`src/hdl/pm_sfp_pkg.sv`:
```
// ---------------------------------------------------------------------------
// Sensor frame parser package
// Types, frame positions and register defaults shared by the parser files.
// ---------------------------------------------------------------------------
package pm_sfp_pkg;

  localparam int unsigned CfgIdxW = 4;

  // Frame byte positions
  localparam logic [7:0] PosHeader0 = 8'd0;
  localparam logic [7:0] PosHeader1 = 8'd1;
  localparam logic [7:0] PosPm25Lo  = 8'd2;
  localparam logic [7:0] PosPm25Hi  = 8'd3;
  localparam logic [7:0] PosPm10Lo  = 8'd4;
  localparam logic [7:0] PosPm10Hi  = 8'd5;
  localparam logic [7:0] PosSumLast = 8'd7;
  localparam logic [7:0] PosCheck   = 8'd8;
  localparam logic [7:0] PosTail    = 8'd9;
  localparam logic [7:0] CountMax   = 8'hFF;

  // Register defaults
  localparam logic [7:0] HeaderFirstRst  = 8'd170;
  localparam logic [7:0] HeaderSecondRst = 8'd192;
  localparam logic [7:0] TailValueRst    = 8'd171;
  localparam logic [7:0] MinLengthRst    = 8'd10;

  typedef enum logic [1:0] {
    STATUS_GOOD     = 2'd0,
    STATUS_SHORT    = 2'd1,
    STATUS_FRAMING  = 2'd2,
    STATUS_CHECKSUM = 2'd3
  } status_e;

  typedef enum logic [CfgIdxW-1:0] {
    REG_HEADER_FIRST  = 4'd0,
    REG_HEADER_SECOND = 4'd1,
    REG_TAIL_VALUE    = 4'd2,
    REG_MIN_LENGTH    = 4'd3
  } reg_idx_e;

  typedef enum logic {
    ACT_BYTE = 1'b0,
    ACT_END  = 1'b1
  } action_e;

  typedef struct packed {
    logic [7:0] header_first;
    logic [7:0] header_second;
    logic [7:0] tail_value;
    logic [7:0] min_length;
  } cfg_t;

  typedef struct packed {
    status_e     status;
    logic [15:0] pm25_tenths;
    logic [15:0] pm10_tenths;
  } result_t;

endpackage

```
`src/hdl/pm_sfp_core.sv`:
```
// ---------------------------------------------------------------------------
// Sensor frame parser core
// Per-burst frame state, updated one transaction at a time, and the verdict
// formed from that state for an end-of-burst item.
// ---------------------------------------------------------------------------
module pm_sfp_core (
  input  logic                 clk_i,
  input  logic                 rst_ni,
  input  logic                 take_i,
  input  pm_sfp_pkg::action_e  action_i,
  input  logic [7:0]           data_byte_i,
  input  pm_sfp_pkg::cfg_t     cfg_i,
  output pm_sfp_pkg::result_t  result_o
);

  logic [7:0]  cnt_q, cnt_d;
  logic        match_q, match_d;
  logic [7:0]  sum_q, sum_d;
  logic [7:0]  chk_q, chk_d;
  logic [15:0] pm25_q, pm25_d;
  logic [15:0] pm10_q, pm10_d;
  logic        frame_ok;

  always_comb begin
    cnt_d   = cnt_q;
    match_d = match_q;
    sum_d   = sum_q;
    chk_d   = chk_q;
    pm25_d  = pm25_q;
    pm10_d  = pm10_q;
    if (take_i) begin
      if (action_i == pm_sfp_pkg::ACT_BYTE) begin
        case (cnt_q)
          pm_sfp_pkg::PosHeader0: begin
            if (data_byte_i != cfg_i.header_first) match_d = 1'b0;
          end
          pm_sfp_pkg::PosHeader1: begin
            if (data_byte_i != cfg_i.header_second) match_d = 1'b0;
          end
          pm_sfp_pkg::PosTail: begin
            if (data_byte_i != cfg_i.tail_value) match_d = 1'b0;
          end
          pm_sfp_pkg::PosCheck:  chk_d = data_byte_i;
          pm_sfp_pkg::PosPm25Lo: pm25_d[7:0]  = data_byte_i;
          pm_sfp_pkg::PosPm25Hi: pm25_d[15:8] = data_byte_i;
          pm_sfp_pkg::PosPm10Lo: pm10_d[7:0]  = data_byte_i;
          pm_sfp_pkg::PosPm10Hi: pm10_d[15:8] = data_byte_i;
          default: ;
        endcase
        // payload bytes 2..7 feed the additive checksum
        if (cnt_q >= pm_sfp_pkg::PosPm25Lo && cnt_q <= pm_sfp_pkg::PosSumLast) begin
          sum_d = sum_q + data_byte_i;
        end
        if (cnt_q != pm_sfp_pkg::CountMax) cnt_d = cnt_q + 8'd1;
      end else begin
        cnt_d   = '0;
        match_d = 1'b1;
        sum_d   = '0;
        chk_d   = '0;
        pm25_d  = '0;
        pm10_d  = '0;
      end
    end
  end

  always_ff @(posedge clk_i or negedge rst_ni) begin
    if (!rst_ni) begin
      cnt_q   <= '0;
      match_q <= 1'b1;
      sum_q   <= '0;
      chk_q   <= '0;
      pm25_q  <= '0;
      pm10_q  <= '0;
    end else begin
      cnt_q   <= cnt_d;
      match_q <= match_d;
      sum_q   <= sum_d;
      chk_q   <= chk_d;
      pm25_q  <= pm25_d;
      pm10_q  <= pm10_d;
    end
  end

  // Framing bytes never received compare as zero against the registers.
  always_comb begin
    frame_ok = match_q;
    if (cnt_q <= pm_sfp_pkg::PosHeader0 && cfg_i.header_first != 8'd0) frame_ok = 1'b0;
    if (cnt_q <= pm_sfp_pkg::PosHeader1 && cfg_i.header_second != 8'd0) frame_ok = 1'b0;
    if (cnt_q <= pm_sfp_pkg::PosTail && cfg_i.tail_value != 8'd0) frame_ok = 1'b0;

    result_o.pm25_tenths = '0;
    result_o.pm10_tenths = '0;
    if (cnt_q < cfg_i.min_length) begin
      result_o.status = pm_sfp_pkg::STATUS_SHORT;
    end else if (!frame_ok) begin
      result_o.status = pm_sfp_pkg::STATUS_FRAMING;
    end else if (sum_q != chk_q) begin
      result_o.status = pm_sfp_pkg::STATUS_CHECKSUM;
    end else begin
      result_o.status      = pm_sfp_pkg::STATUS_GOOD;
      result_o.pm25_tenths = pm25_q;
      result_o.pm10_tenths = pm10_q;
    end
  end

endmodule

```
`src/hdl/pm_sensor_frame_parser.sv`:
```
// ---------------------------------------------------------------------------
// Particulate sensor frame parser
// Checks one reception burst per end item and reports status and PM values.
// ---------------------------------------------------------------------------
// Takes one transaction per clock on the input stream, bytes and end items
// alike. Each transaction is held in the input register and is then
// folded into the frame state; an end item loads its result into the output
// register when it leaves the input. The input only stalls when an end item
// waits in the input register while the output register holds an untaken
// result. Configuration writes are accepted every cycle; unknown indexes are
// dropped. Output tuser is the status, tdata carries PM2.5 and PM10 in tenths.
module pm_sensor_frame_parser (
  input  logic                           clk_i,
  input  logic                           rst_ni,
  // stream in
  input  logic                           s_axis_tvalid,
  output logic                           s_axis_tready,
  input  logic [7:0]                     s_axis_tdata,  // [7:0] data_byte
  input  logic [0:0]                     s_axis_tuser,  // [0] action
  // stream out
  output logic                           m_axis_tvalid,
  input  logic                           m_axis_tready,
  output logic [31:0]                    m_axis_tdata,  // [15:0] pm25, [31:16] pm10
  output logic [1:0]                     m_axis_tuser,  // [1:0] status
  // register writes
  input  logic                           cfg_valid_i,
  output logic                           cfg_ready_o,
  input  logic [pm_sfp_pkg::CfgIdxW-1:0] cfg_index_i,
  input  logic [7:0]                     cfg_data_i
);

  pm_sfp_pkg::cfg_t    cfg_q;
  logic                in_v_q;
  pm_sfp_pkg::action_e in_act_q;
  logic [7:0]          in_byte_q;
  logic                out_v_q;
  pm_sfp_pkg::result_t out_q;
  pm_sfp_pkg::result_t result;
  logic                out_free;
  logic                advance;
  logic                load_out;

  assign cfg_ready_o = 1'b1;

  always_ff @(posedge clk_i or negedge rst_ni) begin
    if (!rst_ni) begin
      cfg_q.header_first  <= pm_sfp_pkg::HeaderFirstRst;
      cfg_q.header_second <= pm_sfp_pkg::HeaderSecondRst;
      cfg_q.tail_value    <= pm_sfp_pkg::TailValueRst;
      cfg_q.min_length    <= pm_sfp_pkg::MinLengthRst;
    end else if (cfg_valid_i) begin
      case (pm_sfp_pkg::reg_idx_e'(cfg_index_i))
        pm_sfp_pkg::REG_HEADER_FIRST:  cfg_q.header_first  <= cfg_data_i;
        pm_sfp_pkg::REG_HEADER_SECOND: cfg_q.header_second <= cfg_data_i;
        pm_sfp_pkg::REG_TAIL_VALUE:    cfg_q.tail_value    <= cfg_data_i;
        pm_sfp_pkg::REG_MIN_LENGTH:    cfg_q.min_length    <= cfg_data_i;
        default: ;
      endcase
    end
  end

  // Bytes always retire; an end item needs room in the output register.
  assign out_free      = !out_v_q || m_axis_tready;
  assign advance       = in_v_q && (in_act_q == pm_sfp_pkg::ACT_BYTE || out_free);
  assign load_out      = advance && in_act_q == pm_sfp_pkg::ACT_END;
  assign s_axis_tready = !in_v_q || advance;

  always_ff @(posedge clk_i or negedge rst_ni) begin
    if (!rst_ni) begin
      in_v_q <= 1'b0;
    end else if (s_axis_tready) begin
      in_v_q <= s_axis_tvalid;
    end
  end

  always_ff @(posedge clk_i) begin
    if (s_axis_tready && s_axis_tvalid) begin
      in_act_q  <= pm_sfp_pkg::action_e'(s_axis_tuser[0]);
      in_byte_q <= s_axis_tdata;
    end
  end

  pm_sfp_core u_core (
    .clk_i       (clk_i),
    .rst_ni      (rst_ni),
    .take_i      (advance),
    .action_i    (in_act_q),
    .data_byte_i (in_byte_q),
    .cfg_i       (cfg_q),
    .result_o    (result)
  );

  always_ff @(posedge clk_i or negedge rst_ni) begin
    if (!rst_ni) begin
      out_v_q <= 1'b0;
    end else begin
      out_v_q <= (out_v_q && !m_axis_tready) || load_out;
    end
  end

  always_ff @(posedge clk_i) begin
    if (load_out) out_q <= result;
  end

  assign m_axis_tvalid = out_v_q;
  assign m_axis_tdata  = {out_q.pm10_tenths, out_q.pm25_tenths};
  assign m_axis_tuser  = out_q.status;

endmodule

```
`config.mk`:
```
export PLATFORM = sky130hd
export DESIGN_NAME = pm_sensor_frame_parser
export DESIGN_NICKNAME = d
export VERILOG_FILES = /design/src/hdl/pm_sfp_pkg.sv /design/src/hdl/pm_sfp_core.sv /design/src/hdl/pm_sensor_frame_parser.sv
export SDC_FILE = /design/constraint.sdc
export NUM_CORES = 1
export LEC_CHECK = 0
export ABC_AREA = 1
export BUFFER_PORTS_ARGS = -buffer_cell sky130_fd_sc_hd__buf_2
export CORE_MARGIN = 1
export CORE_UTILIZATION = 30
export CTS_BUF_LIST = sky130_fd_sc_hd__clkbuf_16
export CTS_CLUSTER_SIZE = 24
export DETAILED_ROUTE_END_ITERATION = 12
export SYNTH_ARGS = -nofsm -noshare
export SYNTH_HDL_FRONTEND = slang
export SYNTH_HIERARCHICAL = 1
export SYNTH_SLANG_ARGS = --single-unit
```
`constraint.sdc`:
```
create_clock -name clk_i -period 2.75 [get_ports clk_i]
set_clock_uncertainty 0.2 [all_clocks]
set_input_delay 0.4125 -clock clk_i [delete_from_list [all_inputs] [get_ports clk_i]]
set_output_delay 0.4125 -clock clk_i [all_outputs]
set_load 0.02 [all_outputs]
```
### After elaboration in Yosys (flattened, before gate mapping)

Cells that the tools add are included.

| word-level totals | value |
|---|---|
| bits in registers | 134 |
| input port bits | 26 |
| output and inout port bits | 37 |
| word-level logic and storage cells | 110 |

| operators by class | value |
|---|---|
| add/sub/neg operators | 2 |
| $lt $le $gt $ge | 6 |
| equality and inequality tests | 18 |
| muxes and demuxes | 22 |
| bitwise logic cells | 2 |
| reductions and logical operators | 41 |

Operator list:

| cell | number |
|---|---|
| two-way mux 8 bit | 10 |
| two-way mux 16 bit | 2 |
| inequality test 8 bit | 4 |
| nonzero test 8 bit | 3 |
| AND reduction 2 bit | 11 |
| == test 8 x 2 -> 1 bit, second input constant | 2 |
| == test 8 x 3 -> 1 bit, second input constant | 2 |
| == test 8 x 4 -> 1 bit, second input constant | 2 |
| <= comparator 8 x 1 -> 1 bit, second input constant | 2 |
| nonzero test 2 bit | 7 |
| inequality test 3 x 2 -> 1 bit, second input constant | 3 |
| adder 8 x 1 -> 8 bit, second input constant | 1 |
| adder 8 bit | 1 |
| == test 4 x 2 -> 1 bit, second input constant | 2 |
| == test 8 x 1 -> 1 bit, second input constant | 1 |
| >= comparator 8 x 2 -> 1 bit, second input constant | 1 |
| <= comparator 8 x 3 -> 1 bit, second input constant | 1 |
| <= comparator 8 x 4 -> 1 bit, second input constant | 1 |
| logical AND 1 bit | 8 |
| logical NOT 8 bit | 1 |
| less-than comparator 8 bit | 1 |
| inequality test 8 bit, second input constant | 1 |
| two-way mux 1 bit | 7 |
| AND reduction 5 bit | 1 |
| 9 further kinds | 16 |

### Longest topological paths before layout

| logic depth | value |
|---|---|
| word-level depth | 7 |
| mapped depth | 12 |
| mapped depth without buffers | 11 |

### By module

Netlist, hierarchy kept.

Modules (own cells, without submodules):

| module | times used | cells each | area each (um^2) | seq. area each (um^2) |
|---|---|---|---|---|
| pm_sfp_core | 1 | 509 | 3844.9 | 1427.6 |
| pm_sensor_frame_parser | 1 | 205 | 2849.0 | 2158.3 |

### Least setup slack after synthesis

Ideal clock, no wire load.

| timing path | value |
|---|---|
| path kind | flip-flop to flip-flop |
| start | register cfg_q[3] (netlist bit) |
| end | register out_q (netlist bit m_axis_tdata[0]), data pin |
| setup time | 257 ps |
| arrival | 1618 ps |
| data required time | 2293 ps |
| path slack | 675 ps |
| cell stages (with the launch flop) | 8 |
| path buffers | 1 |
| period minus slack after synthesis | 2075 ps |
| cell sequence | dfstp_2 > inv_1 > ha_1 > a21oi_1 > o21ai_0 > a21oi_1 > buf_2 > nor2_1 |

| between the ends | value |
|---|---|
| word-level cells in the longest chain between the ends | 2 |

RTL lines:

| what | RTL line | source |
|---|---|---|
| from (decl) | pm_sensor_frame_parser.sv:32 | `pm_sfp_pkg::cfg_t cfg_q;` |
| less-than comparator 8 bit | pm_sfp_core.sv:93 | `if (cnt_q < cfg_i.min_length) begin` |
| OR reduction 3 bit (no source line) | - |  |
| to (signal assigned) | pm_sensor_frame_parser.sv:102 | `if (load_out) out_q <= result;` |
| to (decl) | pm_sensor_frame_parser.sv:37 | `pm_sfp_pkg::result_t out_q;` |

Every way passes these cells.
A chain may end at the register's enable or synchronous reset.

### Final worst setup path

| timing path | value |
|---|---|
| start | register u_core.cnt_q[1] |
| end | register out_q (netlist bit m_axis_tdata[17]), data pin |

| between the ends | value |
|---|---|
| word-level cells in the longest chain between the ends | 7 |
| elaborated cells between the ends (all ways) | 12 |
| those cells by class | 4 x order compare; 3 x mux; 1 x bitwise; 4 x reduce/logical |

RTL lines:

| what | RTL line | source |
|---|---|---|
| from (decl) | pm_sfp_core.sv:16 | `logic [7:0] cnt_q, cnt_d;` |
| from (signal assigned) | pm_sfp_core.sv:75 | `cnt_q <= cnt_d;` |
| <= comparator 8 x 1 -> 1 bit | pm_sfp_core.sv:87 | `if (cnt_q <= pm_sfp_pkg::PosHeader0 && cfg_i.header_first != 8'd0) frame_ok = 1'b0;` |
| logical AND 1 bit | pm_sfp_core.sv:87 |  |
| two-way mux 1 bit | pm_sfp_core.sv:87 |  |
| two-way mux 1 bit | pm_sfp_core.sv:88 | `if (cnt_q <= pm_sfp_pkg::PosHeader1 && cfg_i.header_second != 8'd0) frame_ok = 1'b0;` |
| two-way mux 1 bit | pm_sfp_core.sv:89 | `if (cnt_q <= pm_sfp_pkg::PosTail && cfg_i.tail_value != 8'd0) frame_ok = 1'b0;` |
| NOT 1 bit (no source line) | - |  |
| OR reduction 3 bit (no source line) * | - |  |

Every way passes the cells marked *; elsewhere a longest branch is shown, timed or not.

==> results.sh <==
export IMPL_cts_buffers=17
export IMPL_period_needed_ns=2.23
export IMPL_syn_avg_cell_area_um2=9.38
export IMPL_tns_ns=0
export IMPL_cp_required_ns=2.83
export IMPL_clk_pin_slew_ns=0.06
export IMPL_layout_drive_gt1_share_pct=18.6
export IMPL_num_rows=54
export IMPL_multi_input_area_um2=2710
export IMPL_max_stage_delay_ns=0.48
export IMPL_synth_async_reset_ratio_pct=67.9
export IMPL_synth_edff_count=43
export IMPL_insertion_delay_ns=0.42
export IMPL_synth_seq_cells=134
export IMPL_synth_area_leader_cell="dfrtp_1"
export IMPL_cts_tree="yes"
export IMPL_cts_htree_levels=4
export IMPL_path_cells="inv_1 > ha_1 > a21oi_1 > a21oi_1 > nand2_1 > nand2_1 > nor2_4 > buf_4 > nand3_1 > nor2_1"
export IMPL_cts_resized=0
export IMPL_detail_route_wl_per_cell_um=14.0
export IMPL_worstHoldPathType="primary input to flop"
export IMPL_critPathKind="flop to flop"
export IMPL_rsz0062_at_grt="no"
export IMPL_synth_area_mux_share_pct=0
export IMPL_cp_arrival_ns=2.30
export IMPL_cts_buffer_depth=2
export IMPL_drv_cap=0
export IMPL_cp_startpoint="u_core/cnt_q[1]"
export IMPL_p_leak_nw=3.50
export IMPL_drt_iter0_drc=341
export IMPL_p_per_area_nw_per_um2=802
export IMPL_drv_slew=0
export IMPL_synthCells=714
export IMPL_grt_ovfl_total=0
export IMPL_vias=5045
export IMPL_synth_top_family_by_area="simple AND/OR/NAND/NOR gates"
export IMPL_core_um2=21800
export IMPL_ios=63
export IMPL_drt_first_pass_iters=5
export IMPL_fmaxAchievable_ghz=0.449
export IMPL_ant_nets=0
export IMPL_clock_sinks=134
export IMPL_die_w_um=151
export IMPL_worst_path_max_delay_cell="dfrtp_1"
export IMPL_finalCritPeriodShare_pct=80.9
export IMPL_status="finished clean"
export IMPL_area_delta_synth_final_pct=19.1
export IMPL_slew_headroom_pct=65.3
export IMPL_die_h_um=151
export IMPL_wirelength_um=15100
export IMPL_via_per_inst=4.66
export IMPL_grt_pass1_wl_um=24800
export IMPL_stdcell_count=1082
export IMPL_synthXorXnorAreaFrac_pct=4.45
export IMPL_end_kind="flop"
export IMPL_yosys_warnings=6
export IMPL_syn_nets=760
export IMPL_synthTopCellsByArea="dfrtp_1, edfxtp_1, nand2_1"
export IMPL_dp_hpwl_um=10700
export IMPL_yosys_area_share_adder_pct=3.85
export IMPL_seq_area_um2=3590
export IMPL_yosysMostFrequentCell="nand2_1"
export IMPL_report_final_hold_viol_count=0
export IMPL_synth_top_cell_area_share_pct=28.8
export IMPL_diodes=0
export IMPL_io_buffers=61
export IMPL_syn_area_um2=6690
export IMPL_nets=835
export IMPL_gp_congestion=0.827
export IMPL_grt_pass1_vias=4818
export IMPL_setup_viol=0
export IMPL_cts_root_buf="clkbuf_16"
export IMPL_place_inst=1040
export IMPL_start_kind="flop"
export IMPL_ys_types=38
export IMPL_tightestPinTransition_ns=0.521
export IMPL_start_util_pct=30.7
export IMPL_synth_ff_type="dfrtp_1"
export IMPL_antenna_found_initial=0
export IMPL_track_usage_pct=14.2
export IMPL_synth_compound_area_share_pct=6.52
export IMPL_hold_start="s_axis_tvalid"
export IMPL_regToRegStartpoint="u_core/cnt_q[1]"
export IMPL_die_area_um2=22900
export IMPL_grt_max_degree=57
export IMPL_synthSimpleGateAreaFrac_pct=25.5
export IMPL_drc_errors=0
export IMPL_path_max_fanout=34
export IMPL_ir_drop_uv=407
export IMPL_synthTopCellsByCount="nand2_1, dfrtp_1, nor2_1, o21ai_0, nand3_1"
export IMPL_ys_seq_area_share_pct=53.6
export IMPL_fillers=2226
[routing by layer]
| layer | wire length [µm] | vias to the layer above | GRT usage [%] |
|---|---|---|---|
| met5 | 0 | - | 0 |
| met4 | 152 | 0 | 3.55 |
| met3 | 677 | 10 | 3.98 |
| met2 | 6970 | 120 | 22.0 |
| met1 | 7330 | 2375 | 19.4 |
| li1 | - | 2540 | - |
[flip-flops by register name, summed over array words and instances (netlist names)]
| signal | cells |
|---|---|
| cfg_q | 32 |
| in_byte_q | 8 |
| m_axis_tuser | 2 |
| u_core/pm10_q | 16 |
| u_core/chk_q | 8 |
| m_axis_tdata | 32 |
| m_axis_tvalid | 1 |
| u_core/pm25_q | 16 |
| u_core/cnt_q | 8 |
| in_v_q | 1 |
| u_core/match_q | 1 |
| u_core/sum_q | 8 |
| in_act_q | 1 |
[critical path: cells and delay by family (launching register included)]
| family | cells | cell delay, ns |
|---|---|---|
| flops | 1 | 0.48 |
| buf+inv | 2 | 0.48 |
| simple gates | 5 | 0.46 |
| compound gates | 2 | 0.22 |
| fa+ha+maj | 1 | 0.22 |
[metrics by stage]
| step | worst slack, ns | utilization, % | power, mW | cell area [µm²] | hold WS [ns] |
|---|---|---|---|---|---|
| final | 0.524 | 36.5 | 6.39 | 7970 | 0.0422 |
| after global routing | 0.367 | 36.5 | 6.76 | 7970 | 0.0631 |
| after CTS | 0.528 | 36.5 | 6.45 | 7960 | 0.000856 |
| after detailed placement | 0.549 | 33.2 | 4.01 | 7240 | 0.0674 |
| after global placement | 0.601 | 33.2 | 3.97 | 7240 | 0.0685 |
| after floorplan | 0.675 | - | 3.65 | 6690 | -0.0831 |
[cells by family (layout without fill, tap and decap cells)]
| group | after synthesis | after routing |
|---|---|---|
| simple gates | 368 | 368 |
| fa+ha+maj | 20 | 20 |
| flops | 134 | 134 |
| other cells | 1 | 1 |
| xor+xnor | 34 | 34 |
| buf+inv | 76 | 164 |
| compound gates | 81 | 81 |
[area by class of cell]
type | instances | area share (%)
flip-flops and latches | 134 | 45.0
clock inverters | 15 | 2.54
multi-input cells | 504 | 34.1
repair buffers | 81 | 6.22
clock buffers | 17 | 5.34
well taps | 280 | 4.40
inverters | 51 | 2.46
[cells in the final DEF (no fill, tap or decap), types with 2 or more instances in the layout]
cell type / Yosys / layout
nor2_2: 3 / 3
edfxtp_1: 43 / 43
a31oi_1: 3 / 3
clkbuf_16: 0 / 17
ha_1: 19 / 19
inv_2: 4 / 4
clkinv_4: 0 / 2
xor2_1: 4 / 4
a21oi_1: 15 / 14
o21ai_0: 56 / 56
dfrtp_1: 77 / 77
nand3_4: 2 / 2
bufinv_16: 0 / 4
dfstp_2: 14 / 14
nor2_4: 2 / 2
nand3_2: 11 / 11
nand2_2: 5 / 5
buf_4: 2 / 10
xnor2_1: 30 / 30
clkinvlp_4: 0 / 2
nand4_1: 41 / 41
o21bai_1: 2 / 2
inv_1: 45 / 47
buf_2: 7 / 60
nor2_1: 64 / 64
inv_4: 2 / 2
o31ai_1: 2 / 2
inv_6: 0 / 3
nand2_1: 188 / 188
dlygate4sd3_1: 0 / 10
nand3_1: 46 / 46
[worst paths after layout]
check / depth (start not counted) / slack (ns) / to
min in group asynchronous: 2 / 0.17 / cfg_q[10]
hold reg to reg: 2 / 0.27 / cfg_q[1]
setup / recovery: 10 / 0.52 / m_axis_tdata[17]
setup reg to reg: 10 / 0.52 / m_axis_tdata[17]
max in group asynchronous: 3 / 1.55 / cfg_q[22]
hold / removal: 3 / 0.04 / in_v_q
[where the power goes]
part / internal [mW] / switching [mW] / total, mW
clock: 1.52 / 0.891 / 2.42
combinational: 0.485 / 0.812 / 1.30
sequential: 2.40 / 0.277 / 2.68
total: 4.41 / 1.98 / 6.39
[what timing repair did]
| action | in CTS | in global routing |
|---|---|---|
| hold buffers | 9 | 1 |
| setup buffers | 0 | 0 |
| endpoints found under the hold margin | 87 | 1 |
Power figures use the tool's default switching activity.
